===== config.mk =====
export PLATFORM = sky130hd
export DESIGN_NAME = dsu_cell
export DESIGN_NICKNAME = d
export VERILOG_FILES = /design/src/design/data_stack_unit_macros.svh /design/src/design/dsu_pkg.sv /design/src/design/dsu_cell.sv
export SDC_FILE = /design/constraint.sdc
export NUM_CORES = 1
export LEC_CHECK = 0
export BUFFER_PORTS_ARGS = -buffer_cell sky130_fd_sc_hd__buf_2
export CORE_ASPECT_RATIO = 1.75
export CORE_MARGIN = 3
export CORE_UTILIZATION = 42
export CTS_CLUSTER_DIAMETER = 100
export DETAILED_ROUTE_END_ITERATION = 6
export GPL_ROUTABILITY_DRIVEN = 0
export HOLD_SLACK_MARGIN = 0.1
export PLACE_DENSITY = 0.8
export SLEW_MARGIN = 20
export SYNTH_ARGS = -nofsm -noshare
export SYNTH_HDL_FRONTEND = slang
export SYNTH_SLANG_ARGS = --single-unit

===== constraint.sdc =====
create_clock -name clk -period 2.6 [get_ports clk]
set_clock_uncertainty 0.15 [all_clocks]
set_input_delay 0.65 -clock clk [delete_from_list [all_inputs] [get_ports clk]]
set_output_delay 0.65 -clock clk [all_outputs]
set_load 0.01 [all_outputs]

===== src/design/data_stack_unit_macros.svh =====
// Assertion helpers shared by the stack logic
`ifndef DATA_STACK_UNIT_MACROS_SVH
`define DATA_STACK_UNIT_MACROS_SVH

// Same-cycle implication, held off while in reset
`define DSU_ASSERT_IMP(name, clk, rst_n, ante, cons, msg) \
    name: assert property (@(posedge clk) disable iff (!rst_n) (ante) |-> (cons)) \
        else $error(msg);

// Next-cycle implication, held off while in reset
`define DSU_ASSERT_NXT(name, clk, rst_n, ante, cons, msg) \
    name: assert property (@(posedge clk) disable iff (!rst_n) (ante) |=> (cons)) \
        else $error(msg);

`endif


===== src/design/dsu_pkg.sv =====
package dsu_pkg;

    localparam int WORD_W   = 32;
    localparam int OP_W     = 3;
    localparam int STATUS_W = 2;

    typedef enum logic [OP_W-1:0] {
        OP_PUSH = 3'd0,
        OP_POP  = 3'd1,
        OP_DUP  = 3'd2,
        OP_SWAP = 3'd3,
        OP_ROT  = 3'd4
    } op_t;

    typedef enum logic [STATUS_W-1:0] {
        ST_OK       = 2'd0,
        ST_EMPTY    = 2'd1,
        ST_FEW      = 2'd2,
        ST_OVERFLOW = 2'd3
    } status_t;

    typedef enum logic [1:0] {
        CELL_HOLD      = 2'd0,
        CELL_FROM_UP   = 2'd1,
        CELL_FROM_DOWN = 2'd2
    } cell_cmd_t;

    typedef struct packed {
        logic push;
        logic pop;
        logic dup;
        logic swap;
        logic rot;
    } row_ctrl_t;

endpackage


===== src/design/dsu_cell.sv =====
module dsu_cell
    import dsu_pkg::*;
#(
    parameter int DATA_WIDTH = 32
)
(
    input  logic                  clk,
    input  cell_cmd_t             cmd,
    input  logic [DATA_WIDTH-1:0] up_in,
    input  logic [DATA_WIDTH-1:0] down_in,
    output logic [DATA_WIDTH-1:0] data
);

    logic [DATA_WIDTH-1:0] data_reg;
    logic [DATA_WIDTH-1:0] data_next;

    always_comb
    begin
        case (cmd)
            CELL_FROM_UP:   data_next = up_in;
            CELL_FROM_DOWN: data_next = down_in;
            default:        data_next = data_reg;
        endcase
    end

    always_ff @(posedge clk)
    begin
        data_reg <= data_next;
    end

    assign data = data_reg;

endmodule


==> flow_summary.json <==
{
  "status": "complete, no violations",
  "core_um2": 3430,
  "cts_setup_buffers": 0,
  "totalWireLength_um": 3180,
  "maxSlewHeadroom_pct": 74.0,
  "cts-resized-gates": 0,
  "hold_start": "up_in[5]",
  "async_reset_ff_share_pct": 0,
  "synth_largest_area_cell": "edfxtp_1",
  "tns_ns": 0,
  "syn_nets": 139,
  "drive_gt1_share_pct": 79.3,
  "drt_iter0_drc": 15,
  "cts_buffer_depth": 2,
  "initial_core_util_pct": 44.4,
  "grt_max_degree": 33,
  "synth.most_common_cell": "edfxtp_1",
  "required_ns": 2.47,
  "ys_seq_area_share_pct": 63.0,
  "avgSynthCellArea_um2": 21.5,
  "ir_drop_mv": 0.329,
  "antenna_found_initial": 0,
  "min_period_ns": 1.71,
  "yosys.area_share.simple_pct": 0,
  "grt_pass1_vias": 1068,
  "synth_area_leaders": "edfxtp_1 63%, mux2_4 30%, buf_12 3.9%, mux2_2 1.5%, ha_1 0.82%",
  "ys_ff_latch": 32,
  "yosys-top-cells-count": "32 x edfxtp_1, 30 x mux2_4, 3 x buf_12, 2 x inv_1, 2 x mux2_2",
  "ys.flop_type": "edfxtp_1",
  "clk_pin_slew_ns": 0.06,
  "synth_cell_types": 7,
  "ys_warn_count": 0,
  "numCtsBuffers": 5,
  "synth_edf_count": 32,
  "crit_fanout": 32,
  "die_w_um": 51.6,
  "maxCapViolations": 0,
  "grt_overflow": 0,
  "cts-root-buf": "clkbuf_8",
  "antenna_cells": 0,
  "hold_buffers": 0,
  "synthMuxAreaShare_pct": 31.0,
  "rsz0062_at_grt": "false",
  "wl_per_cell_um": 14.5,
  "synth_cells": 71,
  "setup_viol": 0,
  "clock_sinks": 32,
  "htree_levels": 2,
  "hp-class": "in2reg",
  "die_area_um2": 4420,
  "crit_arrival_ns": 1.59,
  "syn_area_um2": 1530,
  "cts_tree": "yes",
  "ioPinCount": 99,
  "grt_use_total_pct": 14.8,
  "port-buffer-count": 98,
  "whs_path_depth": 2,
  "holdWs_ns": 0.529,
  "synth_top_family_by_area": "multiplexers",
  "cp-start-kind": "primary input",
  "rows": 28,
  "die_h_um": 85.7,
  "power.total_mw": 1.27,
  "fin_nets": 242,
  "worstSetupPathType": "in2reg",
  "syn2layout_area_growth_pct": 38.1,
  "synth_compound_area_share_pct": 0,
  "hold_end": "data[5]",
  "num_vias": 993,
  "hold_viol": 0,
  "synth-adder-area-share_pct": 0.820,
  "power.leakage_nw": 1.00,
  "powerDensity_nw_per_um2": 602,
  "ant_nets": 0,
  "worst_setup_path_end_kind": "flop",
  "grt_pass1_wl_um": 4710,
  "drtPass1Iterations": 4,
  "drc_errors": 0,
  "min_period_over_period_pct": 65.9,
  "drv_slew": 0,
  "post_drt_via_cell_ratio": 4.53,
  "synth_xor_area_share_pct": 0,
  "max_freq_ghz": 0.583,
  "largest_reg_flops": 32,
  "fill_cells": 286,
  "worst_pin_slew_ns": 0.390,
  "yosysTopAreaCellShare_pct": 63.0
}
-- routing by layer --
metal	routed length (um)	track usage (%)
met5	0	0
met4	121	10.5
met3	206	3.48
met2	1890	27.6
met1	963	13.1
-- area by class of cell --
| cell class | count | area [um2] | area share (%) |
|---|---|---|---|
| sequential | 32 | 961 | 45.6 |
| timing repair buffer | 100 | 518 | 24.6 |
| multi-input combinational | 33 | 488 | 23.2 |
| clock buffer | 5 | 68.8 | 3.27 |
| tap | 45 | 56.3 | 2.67 |
| clock inverter | 2 | 7.51 | 0.356 |
| inverter | 2 | 7.51 | 0.356 |
-- worst max path at each step --
stage                       from        to  slack, ns  cells after the start
final                     cmd[0]  data[30]       0.89                      5
after global routing      cmd[0]  data[30]       0.85                      5
after CTS                 cmd[0]  data[31]       0.88                      5
after detailed placement  cmd[0]  data[31]       0.59                      5
after global placement    cmd[0]  data[30]       0.62                      5
after floorplan           cmd[0]   data[0]       0.48                      3
-- worst max-delay path, cell delays in order --
cell    delay [ns]
buf_2         0.09
inv_1         0.05
ha_2          0.18
buf_12        0.24
mux2_2        0.36
-- power by group --
part	internal, mW	leakage [nW]	switching, mW	total, mW
clock network	0.176	0.0391	0.153	0.329
logic	0.144	0.648	0.123	0.266
registers	0.657	0.313	0.0157	0.672
-- stage by stage --
stage	cells	util (%)	cell area (um2)	worst slack, ns
floorplan	71	-	1530	0.475
global placement	212	59.1	2030	0.615
detailed placement	212	59.1	2030	0.590
CTS	219	61.4	2110	0.883
global route	219	61.4	2110	0.851
finish	219	61.4	2110	0.886
-- placed cells by master, fill, tap and decap left out --
cell	count
inv_1	2
edfxtp_1	32
buf_12	1
ha_2	1
mux2_4	30
buf_2	98
clkinv_1	2
buf_4	1
clkbuf_8	5
mux2_2	2
-- cells by family after synthesis --
family,count (synthesis)
mux,32
buf+inv,6
fa+ha+maj,1
flops,32
(Power assumes the default switching activity.)
