<file path="src/design/data_stack_unit_macros.svh">
// Assertion helpers shared by the stack logic
`ifndef DATA_STACK_UNIT_MACROS_SVH
`define DATA_STACK_UNIT_MACROS_SVH

// Same-cycle implication, held off while in reset
`define DSU_ASSERT_IMP(name, clk, rst_n, ante, cons, msg) \
    name: assert property (@(posedge clk) disable iff (!rst_n) (ante) |-> (cons)) \
        else $error(msg);

// Next-cycle implication, held off while in reset
`define DSU_ASSERT_NXT(name, clk, rst_n, ante, cons, msg) \
    name: assert property (@(posedge clk) disable iff (!rst_n) (ante) |=> (cons)) \
        else $error(msg);

`endif

</file>
<file path="src/design/dsu_pkg.sv">
package dsu_pkg;

    localparam int WORD_W   = 32;
    localparam int OP_W     = 3;
    localparam int STATUS_W = 2;

    typedef enum logic [OP_W-1:0] {
        OP_PUSH = 3'd0,
        OP_POP  = 3'd1,
        OP_DUP  = 3'd2,
        OP_SWAP = 3'd3,
        OP_ROT  = 3'd4
    } op_t;

    typedef enum logic [STATUS_W-1:0] {
        ST_OK       = 2'd0,
        ST_EMPTY    = 2'd1,
        ST_FEW      = 2'd2,
        ST_OVERFLOW = 2'd3
    } status_t;

    typedef enum logic [1:0] {
        CELL_HOLD      = 2'd0,
        CELL_FROM_UP   = 2'd1,
        CELL_FROM_DOWN = 2'd2
    } cell_cmd_t;

    typedef struct packed {
        logic push;
        logic pop;
        logic dup;
        logic swap;
        logic rot;
    } row_ctrl_t;

endpackage

</file>
<file path="src/design/dsu_ctrl.sv">
`include "data_stack_unit_macros.svh"

module dsu_ctrl
    import dsu_pkg::*;
#(
    parameter int STACK_DEPTH = 256,
    localparam int CNT_W = $clog2(STACK_DEPTH + 1)
)
(
    input  logic              clk,
    input  logic              rst_n,
    input  logic              start,
    input  logic [OP_W-1:0]   req_type,
    output row_ctrl_t         row,
    output logic [CNT_W-1:0]  count,
    output status_t           status,
    output logic              done
);

    logic [CNT_W-1:0] count_reg;
    logic [CNT_W-1:0] count_next;
    status_t          status_reg;
    status_t          status_next;
    logic             done_reg;
    logic             empty;
    logic             full;
    logic             below2;
    logic             below3;

    assign empty  = (count_reg == '0);
    assign full   = (count_reg == CNT_W'(STACK_DEPTH));
    assign below2 = (count_reg < CNT_W'(2));
    assign below3 = (count_reg < CNT_W'(3));

    always_comb
    begin
        row         = '0;
        status_next = ST_OK;
        count_next  = count_reg;
        if (start)
        begin
            unique case (req_type)
                OP_PUSH:
                begin
                    if (full)
                        status_next = ST_OVERFLOW;
                    else
                    begin
                        row.push   = 1'b1;
                        count_next = count_reg + CNT_W'(1);
                    end
                end
                OP_POP:
                begin
                    if (empty)
                        status_next = ST_EMPTY;
                    else
                    begin
                        row.pop    = 1'b1;
                        count_next = count_reg - CNT_W'(1);
                    end
                end
                OP_DUP:
                begin
                    if (empty)
                        status_next = ST_EMPTY;
                    else if (full)
                        status_next = ST_OVERFLOW;
                    else
                    begin
                        row.dup    = 1'b1;
                        count_next = count_reg + CNT_W'(1);
                    end
                end
                OP_SWAP:
                begin
                    if (empty)
                        status_next = ST_EMPTY;
                    else if (below2)
                        status_next = ST_FEW;
                    else
                        row.swap = 1'b1;
                end
                OP_ROT:
                begin
                    if (empty)
                        status_next = ST_EMPTY;
                    else if (below3)
                        status_next = ST_FEW;
                    else
                        row.rot = 1'b1;
                end
                default:
                begin
                    status_next = ST_OK;
                end
            endcase
        end
    end

    always_ff @(posedge clk or negedge rst_n)
    begin
        if (!rst_n)
        begin
            count_reg  <= '0;
            status_reg <= ST_OK;
            done_reg   <= 1'b0;
        end
        else
        begin
            count_reg <= count_next;
            done_reg  <= start;
            if (start)
                status_reg <= status_next;
        end
    end

    assign count  = count_reg;
    assign status = status_reg;
    assign done   = done_reg;

    `DSU_ASSERT_IMP(a_err_keeps_count, clk, rst_n, done_reg && (status_reg != ST_OK), count_reg == $past(count_reg), "failed operation changed the depth")
    `DSU_ASSERT_IMP(a_overflow_full, clk, rst_n, done_reg && (status_reg == ST_OVERFLOW), count_reg == CNT_W'(STACK_DEPTH), "overflow reported below full depth")
    `DSU_ASSERT_IMP(a_empty_zero, clk, rst_n, done_reg && (status_reg == ST_EMPTY), count_reg == '0, "empty reported on a non-empty stack")
    `DSU_ASSERT_NXT(a_push_grows, clk, rst_n, start && (req_type == OP_PUSH) && !full, count_reg == $past(count_reg) + CNT_W'(1), "push did not grow the depth")
    `DSU_ASSERT_NXT(a_pop_shrinks, clk, rst_n, start && (req_type == OP_POP) && !empty, count_reg == $past(count_reg) - CNT_W'(1), "pop did not shrink the depth")

endmodule

</file>
<file path="config.mk">
export PLATFORM = sky130hd
export DESIGN_NAME = dsu_ctrl
export DESIGN_NICKNAME = d
export VERILOG_FILES = /design/src/design/dsu_pkg.sv /design/src/design/dsu_ctrl.sv
export VERILOG_INCLUDE_DIRS = /design/src /design/src/design
export SDC_FILE = /design/constraint.sdc
export NUM_CORES = 1
export LEC_CHECK = 0
export ABC_AREA = 1
export ABC_CLOCK_PERIOD_IN_PS = 2150
export BUFFER_PORTS_ARGS = -buffer_cell sky130_fd_sc_hd__buf_2
export CORE_MARGIN = 4
export CORE_UTILIZATION = 30
export DETAILED_ROUTE_END_ITERATION = 6
export MAX_ROUTING_LAYER = met4
export PLACE_DENSITY = 0.57
export SYNTH_ARGS = -nofsm -noshare
export SYNTH_HDL_FRONTEND = slang
export SYNTH_SLANG_ARGS = --single-unit
</file>
<file path="constraint.sdc">
create_clock -name clk -period 2.15 [get_ports clk]
set_input_delay 0.215 -clock clk [delete_from_list [all_inputs] [get_ports clk]]
set_output_delay 0.215 -clock clk [all_outputs]
set_load 0.01 [all_outputs]
</file>
==> metrics.cfg <==
[critical_path]
crit_family = simple AND/OR/NAND/NOR gates
start_kind = input pin
slowest_delay_ns = 0.32
r2r_start = count[0]
crit_buf_inv = 3
cp_max_fo = 8
arrival_ns = 1.89
worst_r2r_endpoint = count[8]
path_common_cell = nand2_1
critPathKind = in2reg
cp_slowest_cell = ha_1
worstPathRequired_ns = 2.28
ff2ff_path_depth = 9
crit_chain = buf_2 > inv_2 > nand3_4 > inv_1 > ha_1 > or2_2 > nand3_1 > nand2_1 > nand2_1 > nand2_1 > nand2_1 > nand2_1
crit_path_end_kind = flip-flop
reg2reg_setup_slack_ns = 0.49

[synthesis]
synthSimpleGateAreaFrac_pct = 50.2
synth_top_family_by_area = simple AND/OR/NAND/NOR gates
synth_xor_area_share_pct = 1.56
syn-num-nets = 191
synth_edf_count = 0
yosysUniqueCellTypes = 22
synth_mux_area_share_pct = 0
avgSynthCellArea_sq_um = 6.35
ys_seq_area_share_pct = 26.7
synth-compound-area-share_pct = 3.56
ys.flop_type = dfrtp_1
netlist_area_sq_um = 1120
ys_seq_elements = 12
synth_warnings = 0
synthCells = 177
synth-async-reset-ratio_pct = 100
post-synth-top-area-fraction_pct = 26.7
yosys-top-cells-area = dfrtp_1 (27%), nand2_1 (25%), ha_1 (7.8%)
post-synth-top-area-cell = dfrtp_1
synthAdderAreaFrac_pct = 9.58

[timing]
finalHoldViolCount = 0
holdWs_ns = 0.151
rsz0062_at_grt = false
setup_ws_ns = 0.386
setup_viol = 0
fmax_mhz = 567
period_share_pct = 82.0
slew_headroom_pct = 77.2
slew_viol_final = 0
tightestPinTransition_ns = 0.340
skew_ns = 0.00143
setup_tns_ns = 0
period_minus_slack_ns = 1.76

[floorplanning]
core_sq_um = 3470
row_count = 21
die_area_sq_um = 4790
die_y_microns = 69.2
die_w_microns = 69.2
start_util_pct = 32.4
io_pins = 23

[power]
cellLeakagePower_nw = 0.811
power.density_nw_per_um2 = 1040
p_total_mw = 1.41
ir_worst_vdd_uv = 427

[global_route]
grt-ovfl-total = 0
grt_pass1_wl_microns = 4970
grt_pass1_vias = 1095
grt_use_total_pct = 13.0
grt_antenna_before_repair = 0
grt_max_degree = 13

[placed_design]
routabilityCongestion = 0.913
placed_area_sq_um = 1290
port_buffers = 22
preCtsSetupSlack_ns = 0.142
dp_hpwl_microns = 2210
placed_cells = 245

[clock_network]
cts_buffers = 3
cts.clk_slew.worst_paths_ns = 0.05
ctsHtreeMaxLevel = 1
clock_sinks = 12
clock_latency_ns = 0.24
clockBufferDepth = 2
cts_root_buffer = clkbuf_8
post_cts_resized = 0
cts_tree = done

[final_layout]
fin_util_pct = 39.1
fin_area_sq_um = 1360
largest_reg_flops = 9
drive_gt1_share_pct = 20.1
n_antenna_cell = 0
fillers = 407
final_nets = 219
syn_to_final_growth_pct = 20.7
final_cells = 250

[routing]
drtIter0Drc = 62
wl_per_cell_microns = 11.0
vias = 1136
drcViolationCount = 0
firstDrtPassIters = 4
ant_nets = 0
viasPerCell = 4.54
drt_wl_total_microns = 2760

[hold_path]
hp-start = start
hold_end = done
hp-class = in2reg
worstHoldPathCells = 1

[run_status]
status = finished clean

[flow_run]
drv_cap = 0

[cells in the mapped netlist, types with 3 or more instances]
cell and count:
a21oi_1 5, dfrtp_1 12, ha_1 7, inv_1 22, inv_2 3, nand2_1 74
nand3_1 11, nand3_2 4, nand4_1 5, nor2_1 14, o21ai_0 3
[layout by cell type (no fill, tap or decap), types with 3 or more instances in the layout]
cell type | Yosys | routed
dfrtp_1 | 12 | 12
nand3_1 | 11 | 11
ha_1 | 7 | 7
nand3_2 | 4 | 4
inv_2 | 3 | 3
a21oi_1 | 5 | 5
nand2_1 | 74 | 74
nor2_1 | 14 | 14
o21ai_0 | 3 | 3
buf_2 | 0 | 22
nand4_1 | 5 | 5
clkbuf_8 | 0 | 4
inv_1 | 22 | 22
[repair_timing]
item	in CTS	in global routing
hold buffers	1	0
hold endpoints to repair	12	0
setup buffers	0	0
[kinds of logic (layout without fill, tap and decap cells)]
kind of cell	after synthesis	count (layout)
buf+inv	25	52
compound gates	8	8
simple gates	122	122
xor+xnor	2	2
fa+ha+maj	8	8
flops	12	12
[cell type report]
class	instances	area, sq um	share of cell area, %
clock buffer	4	55.1	4.06
inverter	25	93.8	6.92
multi-input combinational	140	729	53.8
sequential	12	300	22.1
tap	46	57.6	4.24
timing repair buffer	23	120	8.86
[metal layers]
layer | part of all wire, % | GRT usage, % | routed length (microns)
met1 | 53 | 16.7 | 1470
met2 | 42 | 20.2 | 1170
met3 | 3.6 | 3.48 | 99
met4 | 0.98 | 3.25 | 27
met5 | 0 | - | 0
[report_power, final]
group	total, mW	switching, mW	internal [mW]
Clock	0.242	0.0805	0.162
Sequential	0.439	0.131	0.308
Combinational	0.729	0.449	0.280
[worst max-delay path by stage]
stage | to | startpoint | cells after the start | slack, ns
4_1_cts | count[8] | req_type[2] | 12 | 0.39
5_1_grt | count[6] | req_type[2] | 12 | 0.27
6_report | count[8] | req_type[2] | 12 | 0.39
3_3_place_gp | count[8] | req_type[2] | 12 | 0.17
2_1_floorplan | count[8] | req_type[2] | 11 | 0.49
3_5_place_dp | count[8] | req_type[2] | 12 | 0.14
No activity file was read; power rests on OpenSTA's default activity.
